## src/hw/rtl/acc_alu_pkg.sv

```systemverilog
// Shared types and constants for the accumulator ALU.
// Used by every module of the block; depends on nothing.
`timescale 1ns / 1ps

package acc_alu_pkg;

   // Accumulator width; the operand and result ports stay at 32 bits.
   localparam int ACC_WIDTH = 32;
   localparam int CNT_W     = $clog2(ACC_WIDTH);
   localparam logic [CNT_W-1:0] CNT_LAST = CNT_W'(ACC_WIDTH - 1);

   // Operation codes of the request word.
   typedef enum logic [2:0] {
      MODE_SET     = 3'd0,
      MODE_ADD     = 3'd1,
      MODE_SUB     = 3'd2,
      MODE_MUL     = 3'd3,
      MODE_DIV     = 3'd4,
      MODE_MOD     = 3'd5,
      MODE_PRINT   = 3'd6,
      MODE_INVALID = 3'd7
   } mode_type;

   // Status codes of the response word.
   typedef enum logic [1:0] {
      STATUS_OK       = 2'd0,
      STATUS_DIV_ZERO = 2'd1,
      STATUS_BAD_OP   = 2'd2
   } status_type;

   // Sequencer states, one-hot.
   typedef enum logic [6:0] {
      ST_IDLE = 7'b000_0001,
      ST_EXEC = 7'b000_0010,
      ST_NEGB = 7'b000_0100,
      ST_MUL  = 7'b000_1000,
      ST_DIV  = 7'b001_0000,
      ST_FIX  = 7'b010_0000,
      ST_DONE = 7'b100_0000
   } state_type;

   // Control from the sequencer to the datapath.
   typedef struct packed {
      state_type state;
      mode_type  mode;
      logic      load;
      logic      start;
   } ctl_type;

   // Status from the datapath back to the sequencer.
   typedef struct packed {
      logic y_zero;
   } sts_type;

endpackage

```

## src/hw/rtl/acc_alu_addsub.sv

```systemverilog
// Shared adder/subtractor of the accumulator ALU, with carry out.
// Depends on acc_alu_pkg for the accumulator width.
`timescale 1ns / 1ps

module acc_alu_addsub (
   input  logic [acc_alu_pkg::ACC_WIDTH-1:0] op_a,
   input  logic [acc_alu_pkg::ACC_WIDTH-1:0] op_b,
   input  logic                              sub,
   output logic [acc_alu_pkg::ACC_WIDTH-1:0] sum,
   output logic                              carry
);
   import acc_alu_pkg::*;

   logic [ACC_WIDTH-1:0] op_b_inv;

   // Subtraction is a plus the inverted b plus one; carry high means no borrow.
   assign op_b_inv = op_b ^ {ACC_WIDTH{sub}};
   assign {carry, sum} = {1'b0, op_a} + {1'b0, op_b_inv} + (ACC_WIDTH + 1)'(sub);

endmodule

```

## src/hw/rtl/acc_alu_dp.sv

```systemverilog
// Datapath of the accumulator ALU: accumulator, work registers and the
// shared adder. Depends on acc_alu_pkg and acc_alu_addsub.
`timescale 1ns / 1ps

module acc_alu_dp (
   input  logic                              clock,
   input  logic                              reset,
   input  acc_alu_pkg::ctl_type              ctl,
   input  logic signed [31:0]                operand,
   output acc_alu_pkg::sts_type              sts,
   output logic [acc_alu_pkg::ACC_WIDTH-1:0] acc
);
   import acc_alu_pkg::*;

   logic [ACC_WIDTH-1:0] acc_ff, acc_in;
   logic [ACC_WIDTH-1:0] x_ff, x_in;
   logic [ACC_WIDTH-1:0] y_ff, y_in;
   logic [ACC_WIDTH-1:0] r_ff, r_in;
   logic                 neg_ff, neg_in;

   logic [ACC_WIDTH-1:0] unit_a, unit_b, unit_sum;
   logic                 unit_sub, unit_carry;
   logic [ACC_WIDTH-1:0] operand_fit, shifted, start_acc;

   // Operand is sign-extended or cut to the accumulator width.
   assign operand_fit = ACC_WIDTH'(operand);
   assign start_acc   = ctl.start ? '0 : acc_ff;
   // Partial remainder shifted left with the next dividend bit.
   assign shifted     = {r_ff[ACC_WIDTH-2:0], x_ff[ACC_WIDTH-1]};

   acc_alu_addsub u_addsub (
      .op_a  (unit_a),
      .op_b  (unit_b),
      .sub   (unit_sub),
      .sum   (unit_sum),
      .carry (unit_carry)
   );

   // Select the inputs of the shared adder for each step.
   always_comb begin
      unit_a   = x_ff;
      unit_b   = y_ff;
      unit_sub = 1'b0;
      case (ctl.state)
         ST_EXEC: begin
            if (ctl.mode == MODE_DIV || ctl.mode == MODE_MOD) begin
               unit_a   = '0;
               unit_b   = x_ff;
               unit_sub = 1'b1;
            end else begin
               unit_sub = (ctl.mode == MODE_SUB);
            end
         end
         ST_NEGB: begin
            unit_a   = '0;
            unit_b   = y_ff;
            unit_sub = 1'b1;
         end
         ST_MUL: begin
            unit_a = r_ff;
            unit_b = x_ff;
         end
         ST_DIV: begin
            unit_a   = shifted;
            unit_b   = y_ff;
            unit_sub = 1'b1;
         end
         ST_FIX: begin
            unit_a   = '0;
            unit_b   = (ctl.mode == MODE_DIV) ? x_ff : r_ff;
            unit_sub = neg_ff;
         end
         default: begin
            unit_sub = 1'b0;
         end
      endcase
   end

   // Next values of the accumulator and the work registers.
   always_comb begin
      acc_in = acc_ff;
      x_in   = x_ff;
      y_in   = y_ff;
      r_in   = r_ff;
      neg_in = neg_ff;
      if (ctl.load) begin
         acc_in = start_acc;
         x_in   = start_acc;
         y_in   = operand_fit;
      end else begin
         case (ctl.state)
            ST_EXEC: begin
               r_in = '0;
               case (ctl.mode)
                  MODE_SET: acc_in = y_ff;
                  MODE_ADD, MODE_SUB: acc_in = unit_sum;
                  MODE_MUL: neg_in = 1'b0;
                  MODE_DIV, MODE_MOD: begin
                     // Take the magnitude of the dividend and note the result sign.
                     if (x_ff[ACC_WIDTH-1]) begin
                        x_in = unit_sum;
                     end
                     neg_in = (ctl.mode == MODE_DIV) ?
                              (x_ff[ACC_WIDTH-1] ^ y_ff[ACC_WIDTH-1]) : x_ff[ACC_WIDTH-1];
                  end
                  default: neg_in = neg_ff;
               endcase
            end
            ST_NEGB: begin
               if (y_ff[ACC_WIDTH-1]) begin
                  y_in = unit_sum;
               end
            end
            ST_MUL: begin
               // Shift-and-add: one multiplier bit per cycle.
               if (y_ff[0]) begin
                  r_in = unit_sum;
               end
               x_in = {x_ff[ACC_WIDTH-2:0], 1'b0};
               y_in = {1'b0, y_ff[ACC_WIDTH-1:1]};
            end
            ST_DIV: begin
               // Restoring division: one quotient bit per cycle.
               r_in = unit_carry ? unit_sum : shifted;
               x_in = {x_ff[ACC_WIDTH-2:0], unit_carry};
            end
            ST_FIX: begin
               acc_in = unit_sum;
            end
            default: begin
               acc_in = acc_ff;
            end
         endcase
      end
   end

   always_ff @(posedge clock) begin
      if (reset) begin
         acc_ff <= '0;
      end else begin
         acc_ff <= acc_in;
      end
   end

   always_ff @(posedge clock) begin
      x_ff   <= x_in;
      y_ff   <= y_in;
      r_ff   <= r_in;
      neg_ff <= neg_in;
   end

   assign sts.y_zero = (y_ff == '0);
   assign acc        = acc_ff;

endmodule

```

## src/hw/rtl/acc_alu_ctrl.sv

```systemverilog
// Sequencer of the accumulator ALU: state machine, step counter and the
// response register. Depends on acc_alu_pkg.
`timescale 1ns / 1ps

module acc_alu_ctrl (
   input  logic                              clock,
   input  logic                              reset,
   input  logic                              req_valid,
   output logic                              req_ready,
   input  logic [2:0]                        req_mode,
   input  logic                              req_start_of_run,
   output logic                              rsp_valid,
   input  logic                              rsp_ready,
   output logic signed [31:0]                rsp_acc_value,
   output logic [1:0]                        rsp_status,
   output logic                              rsp_print_request,
   input  acc_alu_pkg::sts_type              sts,
   input  logic [acc_alu_pkg::ACC_WIDTH-1:0] acc,
   output acc_alu_pkg::ctl_type              ctl
);
   import acc_alu_pkg::*;

   state_type          state_ff, state_in;
   mode_type           mode_ff, mode_in;
   logic [CNT_W-1:0]   cnt_ff, cnt_in;
   status_type         status_ff, status_in;
   logic               print_ff, print_in;
   logic               rsp_valid_ff, rsp_valid_in;
   logic signed [31:0] rsp_acc_ff, rsp_acc_in;
   status_type         rsp_status_ff, rsp_status_in;
   logic               rsp_print_ff, rsp_print_in;
   logic               accept, out_load;

   assign req_ready = (state_ff == ST_IDLE);
   assign accept    = req_valid && req_ready;
   assign out_load  = (state_ff == ST_DONE) && (!rsp_valid_ff || rsp_ready);

   // Step sequencing.
   always_comb begin
      state_in  = state_ff;
      mode_in   = mode_ff;
      cnt_in    = cnt_ff;
      status_in = status_ff;
      print_in  = print_ff;
      case (state_ff)
         ST_IDLE: begin
            if (accept) begin
               mode_in  = mode_type'(req_mode);
               state_in = ST_EXEC;
            end
         end
         ST_EXEC: begin
            status_in = STATUS_OK;
            print_in  = 1'b0;
            cnt_in    = '0;
            state_in  = ST_DONE;
            case (mode_ff)
               MODE_SET, MODE_ADD, MODE_SUB: state_in = ST_DONE;
               MODE_MUL: state_in = ST_MUL;
               MODE_DIV, MODE_MOD: begin
                  if (sts.y_zero) begin
                     status_in = STATUS_DIV_ZERO;
                  end else begin
                     state_in = ST_NEGB;
                  end
               end
               MODE_PRINT: print_in = 1'b1;
               default: status_in = STATUS_BAD_OP;
            endcase
         end
         ST_NEGB: begin
            state_in = ST_DIV;
         end
         ST_MUL, ST_DIV: begin
            cnt_in = cnt_ff + 1'b1;
            if (cnt_ff == CNT_LAST) begin
               state_in = ST_FIX;
            end
         end
         ST_FIX: begin
            state_in = ST_DONE;
         end
         ST_DONE: begin
            if (out_load) begin
               state_in = ST_IDLE;
            end
         end
         default: begin
            state_in = ST_IDLE;
         end
      endcase
   end

   // Response register: holds a finished word until the receiver takes it.
   always_comb begin
      rsp_valid_in  = rsp_valid_ff && !rsp_ready;
      rsp_acc_in    = rsp_acc_ff;
      rsp_status_in = rsp_status_ff;
      rsp_print_in  = rsp_print_ff;
      if (out_load) begin
         rsp_valid_in  = 1'b1;
         rsp_acc_in    = 32'(signed'(acc));
         rsp_status_in = status_ff;
         rsp_print_in  = print_ff;
      end
   end

   always_ff @(posedge clock) begin
      if (reset) begin
         state_ff     <= ST_IDLE;
         rsp_valid_ff <= 1'b0;
      end else begin
         state_ff     <= state_in;
         rsp_valid_ff <= rsp_valid_in;
      end
   end

   always_ff @(posedge clock) begin
      mode_ff       <= mode_in;
      cnt_ff        <= cnt_in;
      status_ff     <= status_in;
      print_ff      <= print_in;
      rsp_acc_ff    <= rsp_acc_in;
      rsp_status_ff <= rsp_status_in;
      rsp_print_ff  <= rsp_print_in;
   end

   assign ctl.state = state_ff;
   assign ctl.mode  = mode_ff;
   assign ctl.load  = accept;
   assign ctl.start = req_start_of_run;

   assign rsp_valid         = rsp_valid_ff;
   assign rsp_acc_value     = rsp_acc_ff;
   assign rsp_status        = rsp_status_ff;
   assign rsp_print_request = rsp_print_ff;

endmodule

```

## src/hw/rtl/accumulator_alu_unit.sv

```systemverilog
// Top level of the accumulator ALU: sequencer plus datapath.
// Depends on acc_alu_pkg, acc_alu_ctrl and acc_alu_dp.
//
// Usage:
//   The request channel (req_*) carries one decoded operation per word: a
//   mode, a signed 32-bit operand and a start-of-run flag that zeroes the
//   accumulator first. The response channel (rsp_*) returns one word per
//   request: the accumulator after the operation, a status code and a print
//   flag. Both channels use valid/ready.
//   Set, add, subtract, print, bad opcode and divide by zero finish in the
//   execute step; multiply runs the shift-and-add loop over the shared
//   adder; divide and remainder run the restoring division loop on the
//   same adder plus the sign fixups.
//   One request is worked on at a time; req_ready rises at the edge that
//   loads the response word, so the next request is taken only after the
//   previous one has finished.
//   The response register lets a new request enter while the previous word
//   still waits; if the receiver stalls, a finished result waits in the
//   sequencer until the register frees up.
//   Synchronous reset clears the accumulator to zero and empties both
//   channels.
`timescale 1ns / 1ps

module accumulator_alu_unit (
   input  logic               clock,
   input  logic               reset,
   input  logic               req_valid,
   output logic               req_ready,
   input  logic [2:0]         req_mode,
   input  logic signed [31:0] req_operand,
   input  logic               req_start_of_run,
   output logic               rsp_valid,
   input  logic               rsp_ready,
   output logic signed [31:0] rsp_acc_value,
   output logic [1:0]         rsp_status,
   output logic               rsp_print_request
);
   import acc_alu_pkg::*;

   ctl_type              ctl;
   sts_type              sts;
   logic [ACC_WIDTH-1:0] acc;

   acc_alu_ctrl u_ctrl (
      .clock             (clock),
      .reset             (reset),
      .req_valid         (req_valid),
      .req_ready         (req_ready),
      .req_mode          (req_mode),
      .req_start_of_run  (req_start_of_run),
      .rsp_valid         (rsp_valid),
      .rsp_ready         (rsp_ready),
      .rsp_acc_value     (rsp_acc_value),
      .rsp_status        (rsp_status),
      .rsp_print_request (rsp_print_request),
      .sts               (sts),
      .acc               (acc),
      .ctl               (ctl)
   );

   acc_alu_dp u_dp (
      .clock   (clock),
      .reset   (reset),
      .ctl     (ctl),
      .operand (req_operand),
      .sts     (sts),
      .acc     (acc)
   );

endmodule

```

## config.mk

```make
export PLATFORM = sky130hd
export DESIGN_NAME = accumulator_alu_unit
export DESIGN_NICKNAME = d
export VERILOG_FILES = /design/src/hw/rtl/acc_alu_pkg.sv /design/src/hw/rtl/acc_alu_addsub.sv /design/src/hw/rtl/acc_alu_dp.sv /design/src/hw/rtl/acc_alu_ctrl.sv /design/src/hw/rtl/accumulator_alu_unit.sv
export SDC_FILE = /design/constraint.sdc
export NUM_CORES = 1
export LEC_CHECK = 0
export ABC_AREA = 1
export BUFFER_PORTS_ARGS = -buffer_cell sky130_fd_sc_hd__buf_4
export CORE_UTILIZATION = 40
export CTS_BUF_LIST = sky130_fd_sc_hd__clkbuf_16
export DETAILED_ROUTE_END_ITERATION = 8
export GPL_TIMING_DRIVEN = 1
export MAX_ROUTING_LAYER = met4
export PLACE_DENSITY = 0.68
export SETUP_SLACK_MARGIN = 0.1
export SLEW_MARGIN = 20
export SYNTH_ARGS = -nofsm -noshare
export SYNTH_HDL_FRONTEND = slang
export SYNTH_SLANG_ARGS = --single-unit
```

## constraint.sdc

```tcl
create_clock -name clock -period 4.3 [get_ports clock]
set_clock_uncertainty 0.2 [all_clocks]
set_input_delay 0.645 -clock clock [delete_from_list [all_inputs] [get_ports clock]]
set_output_delay 0.645 -clock clock [all_outputs]
set_load 0.02 [all_outputs]
```

* Word-level counts from Yosys, hierarchy flattened
Index checks and enable logic that the tools add are counted.
** Word-level totals
- Word-level logic and storage cells :: 107
- Bits in registers :: 183
** Operators by class
- Reductions and logical operators :: 29
- Add/sub/neg operators :: 3
- Bitwise gates (word level) :: 3
- Multiplexer cells :: 34
- Eq/ne operators :: 22
** Operator list (number)
- two-way mux 32 bit :: 12
- case mux 32 bit (3 select lines) :: 3
- case mux 32 bit (2 select lines) :: 3
- case mux 32 bit (4 select lines) :: 1
- case mux 7 bit (6 select lines) :: 1
- adder 32 x 32 -> 33 bit :: 1
- adder 33 x 1 -> 33 bit :: 1
- logical NOT 32 bit :: 1
- XOR 32 bit :: 1
- two-way mux 7 bit :: 4
- case mux 7 bit (2 select lines) :: 1
- AND reduction 3 bit :: 4
- case mux 5 bit (2 select lines) :: 1
- OR reduction 2 bit :: 5
- equality test 3 bit (second input constant) :: 3
- != test 3 x 1 -> 1 bit (second input constant) :: 3
- nonzero test 3 bit :: 3
- AND reduction 2 bit :: 4
- equality test 7 x 1 -> 1 bit (second input constant) :: 1
- equality test 7 x 2 -> 1 bit (second input constant) :: 1
- equality test 7 x 3 -> 1 bit (second input constant) :: 1
- equality test 7 x 4 -> 1 bit (second input constant) :: 1
- equality test 7 x 5 -> 1 bit (second input constant) :: 1
- equality test 7 x 6 -> 1 bit (second input constant) :: 1
- other kinds (21) :: 33

* Longest topological paths before layout
- Depth in word-level cells :: 11
- Depth in mapped cells :: 27
- Depth with buffers taken out :: 26

* Modules after synthesis
A second synthesis with hierarchy kept.
** Unflattened totals
- Cells, all modules :: 2067
- Area, all modules :: 13899.6 sq um
** Modules (own cells, without submodules)
- acc_alu_dp :: sequential area each 3553.4 sq um, cells each 1433, area an instance 9233.9 sq um, instances 1
- acc_alu_addsub :: sequential area each 0.0 sq um, cells each 484, area an instance 2640.0 sq um, instances 1
- acc_alu_ctrl :: sequential area each 1541.5 sq um, cells each 150, area an instance 2025.7 sq um, instances 1

* Worst setup path before layout
Ideal clock, no wire load.
- Kind :: register to register
- Start point :: register u_ctrl.state_ff[4]
- End point :: register u_dp.x_ff[0] (enable)
- Path slack :: -0.073 ns
- Path buffers :: 3
- Period minus slack after synthesis :: 4.373 ns
- Library setup time :: 0.433 ns
- Arrival time :: 3.740 ns
- Cell stages (with the launch flop) :: 9
- Cells stage by stage :: dfxtp_1 -> nor2_4 -> nand2_4 -> nor4_1 -> nand2_1 -> clkbuf_1 -> clkbuf_1 -> buf_2 -> a22oi_1
** Between the ends
- Cells in the longest elaborated chain, start to end :: 4
- Elaborated cells between the ends (all ways) :: 9
** RTL lines
- start: declaration :: line acc_alu_ctrl.sv:23 : state_type state_ff, state_in;
- start signal: assignment :: line acc_alu_ctrl.sv:113 : state_ff <= state_in;
- equality test 7 x 1 -> 1 bit * :: line acc_alu_ctrl.sv:34 : assign req_ready = (state_ff == ST_IDLE);
- net req_ready :: line accumulator_alu_unit.sv:28 : output logic req_ready,
- logical AND 1 bit * :: line acc_alu_ctrl.sv:35 : assign accept = req_valid && req_ready;
- != test 3 x 1 -> 1 bit (no source line) or nonzero test 4 bit (tied branches)
- AND reduction 3 bit (no source line) *
- end signal: assignment :: line acc_alu_dp.sv:146 : x_ff <= x_in;
- end: declaration :: line acc_alu_dp.sv:16 : logic [ACC_WIDTH-1:0] x_ff, x_in;
The timed path passes the listed nets; every way through them passes the cells marked *.
A chain may end at the register's enable or synchronous reset.

* Worst setup path after layout
- Start point :: register u_ctrl.state_ff[0]
- End point :: register u_dp.r_ff[7], data pin
** Between the ends
- Cells in the longest elaborated chain, start to end :: 8
- Elaborated cells between the ends (all ways) :: 16
** RTL lines
- equality test 7 x 3 -> 1 bit or equality test 7 x 5 -> 1 bit (tied branches) :: line acc_alu_dp.sv:44, acc_alu_dp.sv:91
- OR reduction 2 bit (no source line)
- case mux 1 bit (3 select lines) :: line acc_alu_dp.sv:44 : case (ctl.state)
- XOR 32 bit :: line acc_alu_addsub.sv:17 : assign op_b_inv = op_b ^ {ACC_WIDTH{sub}};
- adder 32 x 32 -> 33 bit :: line acc_alu_addsub.sv:18 : assign {carry, sum} = {1'b0, op_a} + {1'b0, op_b_inv} + (ACC_WIDTH + 1)'(sub);
- adder 33 x 1 -> 33 bit :: line acc_alu_addsub.sv:18
- two-way mux 32 bit (on tied branches) :: line acc_alu_dp.sv:124, acc_alu_dp.sv:116
- case mux 32 bit (3 select lines) * :: line acc_alu_dp.sv:91 : case (ctl.state)
- end signal: assignment :: line acc_alu_dp.sv:148 : r_ff <= r_in;
- end: declaration :: line acc_alu_dp.sv:18 : logic [ACC_WIDTH-1:0] r_ff, r_in;
Mark *: on every way between the ends. The rest lies on a longest branch, timed or not. The select of a mux whose other input is x is not followed.

==> metrics.log <==
INFO  metric dpl.hpwl = 33.5 mm
INFO  metric dp_worst_setup_slack = -209 ps
INFO  metric drt-initial-drc-count = 1419
INFO  metric critical_path.cell_chain = inv_1, nand2_1, nor2_2, nand2_4, nand3_4, nand2_4, buf_12, buf_4, a221oi_2, xor2_1, ha_1, a21oi_1, o21ai_0, a21oi_1, nand3_2, nand2_2, nand2_2, nand2_1, and3_4, nor2_4, clkbuf_16, o22ai_1, o21ai_1
INFO  metric netlist_area = 12200 µm²
INFO  metric syn2layout_area_growth = 29.9%
INFO  metric cts_root_buffer = sky130_fd_sc_hd__clkbuf_16
INFO  metric clk-insertion-delay-late = 460 ps
INFO  metric placedInstanceArea = 14200 µm²
INFO  metric synth_enable_flop_cells = 143
INFO  metric cts_tree = done
INFO  metric hold_path.startpoint = req_mode[1]
INFO  metric max-cap-violations = 0
INFO  metric worstSetupPathType = flop to flop
INFO  metric timing.critical_path.arrival = 4210 ps
INFO  metric crit_path_top_delay_cell = sky130_fd_sc_hd__dfxtp_2
INFO  metric outcome = finished clean
INFO  metric timing_worst_slew_pin_value = 1220 ps
INFO  metric clkSlewWorstSetupHoldPaths = 80 ps
INFO  metric ys_ff_latch = 183
INFO  metric timing.rr.end = u_dp.r_ff[7]$_DFFE_PP_
INFO  metric layoutNonFillerInstCount = 2124
INFO  metric num_antenna_cells = 0
INFO  metric critPathCaptureType = flop
INFO  metric grt_pass1_vias = 11900
INFO  metric whs = 172 ps
INFO  metric cts-htree-levels = 4
INFO  metric num_rows = 63
INFO  metric hold_violations = 0
INFO  metric detailroute.via_count = 12800
INFO  metric cellPowerDensity = 507 nW/µm²
INFO  metric post_route_cells_drive_above_1_share = 0.288
INFO  metric die_area = 31100 µm²
INFO  metric final_design_area_no_fill = 15800 µm²
INFO  metric reg2reg_from = u_ctrl.state_ff[0]$_SDFFE_PP1P_
INFO  metric clockBufferDepth = 2
INFO  metric postSynthAreaPerCell = 7.97 µm²
INFO  metric worst_ir_drop_vdd = 350 µV
INFO  metric detail_route.vias_per_cell = 6.01
INFO  metric layout_setup_ws = 83.9 ps
INFO  metric timing.critical_path.slowest_cell_delay = 340 ps
INFO  metric io_pins = 77
INFO  metric synth.distinct_cells = 53
INFO  metric cellLeakagePower = 6.58 nW
INFO  metric path_depth = 23
INFO  metric final.period_utilization = 0.980
INFO  metric kind_of_cell_adding_the_most_delay_to_the_critical_path = simple AND/OR/NAND/NOR gates
INFO  metric r2r_cells = 23
INFO  metric grt_max_degree = 69
INFO  metric setup_total_negative_slack = 0 ps
INFO  metric maxSlewViolCount = 0
INFO  metric die_h = 176 µm
INFO  metric die_x = 176 µm
INFO  metric synthesized_nets = 1600
INFO  metric async_reset_ff_frac = 0
INFO  metric final-setup-viol-count = 0
INFO  metric buffer_ports.inserted = 76
INFO  metric placed_cells = 2063
INFO  metric path_max_fanout = 12
INFO  metric crit_path_end = u_dp.r_ff[7]$_DFFE_PP_
INFO  metric grt_pass1_wl = 68.7 mm
INFO  metric ctsHoldBuffers = 0
INFO  metric launching_element_type_of_the_critical_path = flop
INFO  metric place.gp.congestion = 0.980
INFO  metric timing.reg2reg.setup_slack = 80 ps
INFO  metric route.antenna.remaining_nets = 0
INFO  metric yosysWarningCount = 0
INFO  metric fin_nets = 1795
INFO  metric timing.fmax = 237 MHz
INFO  metric worstPathBufferInverterCount = 4
INFO  metric wl_per_cell = 22.4 µm
INFO  metric synthCells = 1526
INFO  metric critical_path_required = 4290 ps
INFO  metric min_delay_worst_type = primary input to flop
INFO  metric crit_path_time_final = 4220 ps
INFO  metric grt_overflow_total = 0
INFO  metric timing.critical_path.from = u_ctrl.state_ff[0]$_SDFFE_PP1P_
INFO  metric timing.slew.headroom = 0.180
INFO  metric detail_route.drc_violations = 0
INFO  metric initial_utilization = 0.408
INFO  metric cts_inserted_buffers = 17
INFO  metric clock-sinks = 183
INFO  metric ys_dominant_reg_cell = sky130_fd_sc_hd__edfxtp_1
INFO  metric fillCellCount = 2793
INFO  metric drt_first_pass_iters = 6
INFO  metric grt_setup_unrepaired = true
INFO  metric antenna_found_initial = 0
INFO  metric core = 29800 µm²
INFO  metric globalRouteTotalUtil = 0.305
INFO  metric drt-total-wl = 47.5 mm
INFO  metric synth_seq_area_share = 0.419
per-stage QoR:
| stage | total power [mW] | util |
|---|---|---|
| finish | 8.00 | 0.530 |
| detailed placement | 5.87 | 0.476 |
| global placement | 5.84 | 0.476 |
| floorplan | 4.37 | - |
| CTS | 7.46 | 0.500 |
| global route | 8.36 | 0.530 |
cells by family after synthesis:
| family | count (synthesis) | share of synthesized area |
|---|---|---|
| simple gates | 651 | 0.235 |
| flops | 183 | 0.419 |
| xor+xnor | 49 | 0.0384 |
| buf+inv | 224 | 0.0722 |
| compound gates | 385 | 0.200 |
| fa+ha+maj | 34 | 0.0356 |
layout make-up:
class	instances	area (µm²)	share of cell area
clock buffers	17	425	0.0269
clock inverters	15	116	0.00737
inverters	143	544	0.0345
multi-input cells	1119	6940	0.440
flip-flops and latches	183	5110	0.324
well taps	390	488	0.0309
repair buffers	257	2170	0.137
placed cells by master, fill, tap and decap left out, types with 36 or more instances in the layout:
| cell type | netlist | final |
|---|---|---|
| sky130_fd_sc_hd__a31oi_1 | 53 | 50 |
| sky130_fd_sc_hd__inv_1 | 128 | 125 |
| sky130_fd_sc_hd__xor2_1 | 39 | 39 |
| sky130_fd_sc_hd__nor2_1 | 117 | 101 |
| sky130_fd_sc_hd__nand3_1 | 87 | 77 |
| sky130_fd_sc_hd__buf_4 | 0 | 234 |
| sky130_fd_sc_hd__nand2_2 | 19 | 38 |
| sky130_fd_sc_hd__a21oi_1 | 57 | 36 |
| sky130_fd_sc_hd__nand2_1 | 341 | 315 |
| sky130_fd_sc_hd__o21ai_1 | 19 | 38 |
| sky130_fd_sc_hd__edfxtp_1 | 143 | 143 |
| sky130_fd_sc_hd__o21ai_0 | 116 | 83 |
layer usage:
metal  vias to the layer above  track usage  wire length (µm)  part of all wire
li1                       5793            -                 -                 -
met1                      6027        0.362             17700              0.37
met2                       762        0.483             22400              0.47
met3                       183       0.0454              4120             0.087
met4                         0        0.195              3260             0.069
met5                         -            -                 0                 0
synth_stat cells, types with 2 or more instances:
cell	n	area, µm²
sky130_fd_sc_hd__o22ai_1	19	119
sky130_fd_sc_hd__nand3_2	4	40.0
sky130_fd_sc_hd__o21ai_0	116	581
sky130_fd_sc_hd__o221ai_1	14	123
sky130_fd_sc_hd__a31oi_1	53	332
sky130_fd_sc_hd__ha_1	33	413
sky130_fd_sc_hd__o211ai_1	33	248
sky130_fd_sc_hd__o21a_1	3	22.5
sky130_fd_sc_hd__and3_1	3	18.8
sky130_fd_sc_hd__nor4_1	11	68.8
sky130_fd_sc_hd__nor2_2	6	37.5
sky130_fd_sc_hd__inv_2	13	48.8
sky130_fd_sc_hd__nand2_1	341	1280
sky130_fd_sc_hd__xor2_2	5	81.3
sky130_fd_sc_hd__o32ai_1	2	17.5
sky130_fd_sc_hd__clkbuf_1	57	214
sky130_fd_sc_hd__xor2_1	39	342
sky130_fd_sc_hd__a22oi_1	2	15.0
sky130_fd_sc_hd__nor3_1	40	200
sky130_fd_sc_hd__buf_6	2	22.5
sky130_fd_sc_hd__nand4_1	4	25.0
sky130_fd_sc_hd__dfxtp_1	40	801
sky130_fd_sc_hd__a221o_1	16	160
sky130_fd_sc_hd__nand2_2	19	119
sky130_fd_sc_hd__a21o_1	4	30.0
sky130_fd_sc_hd__edfxtp_1	143	4290
sky130_fd_sc_hd__o21bai_1	7	52.6
sky130_fd_sc_hd__or2_2	4	25.0
sky130_fd_sc_hd__nor2_4	4	45.0
sky130_fd_sc_hd__o311ai_0	2	17.5
sky130_fd_sc_hd__nand2_4	5	56.3
sky130_fd_sc_hd__o21ai_1	19	95.1
sky130_fd_sc_hd__buf_1	7	26.3
sky130_fd_sc_hd__a221oi_1	33	289
sky130_fd_sc_hd__nor2_1	117	439
sky130_fd_sc_hd__or2_1	2	12.5
sky130_fd_sc_hd__inv_1	128	480
sky130_fd_sc_hd__nand3_1	87	435
sky130_fd_sc_hd__a21oi_1	57	285
sky130_fd_sc_hd__buf_2	15	75.1
sky130_fd_sc_hd__xnor2_1	5	43.8
worst register-to-register path, delay by kind of cell (launching register included):
kind	cells	cell delay, ps
AOI/OAI and AO/OA	6	1030
xor gates and xnor gates	1	180
adders and majority gates	1	290
buffers and inverters	4	670
DFF	1	340
and+or+nand+nor	11	1240
flip-flops by register name (all words and copies together) (netlist names):
name                      flops
u_dp.x_ff                    32
u_ctrl.print_ff               1
u_ctrl.cnt_ff                 5
u_ctrl.rsp_status             2
u_ctrl.mode_ff                3
u_ctrl.rsp_print_request      1
u_dp.acc                     32
u_dp.neg_ff                   1
u_dp.y_ff                    32
u_dp.r_ff                    32
u_ctrl.rsp_acc_value         32
u_ctrl.state_ff               7
u_ctrl.rsp_valid              1
u_ctrl.status_ff              2
power by group:
group	switching, mW	internal [mW]
logic	2.45	1.58
clock network	0.778	0.757
registers	0.256	2.18
total	3.48	4.52
worst min-delay path by stage:
stage	to	cells past startpoint
after floorplan	u_ctrl.rsp_print_request$_DFFE_PP_	0
after global placement	u_ctrl.rsp_print_request$_DFFE_PP_	0
after detailed placement	u_ctrl.rsp_status[0]$_DFFE_PP_	0
after CTS	u_ctrl.mode_ff[1]$_DFFE_PP_	1
after global routing	u_ctrl.mode_ff[0]$_DFFE_PP_	1
final	u_ctrl.mode_ff[1]$_DFFE_PP_	1
timing repair:
item	4_1_cts	5_1_grt
resized for setup	41	175
endpoints found under the setup margin	65	84
cloned	1	3
pin swaps	9	53
buffers inserted	4	20
Note: power is estimated with default switching activity, not from simulation.
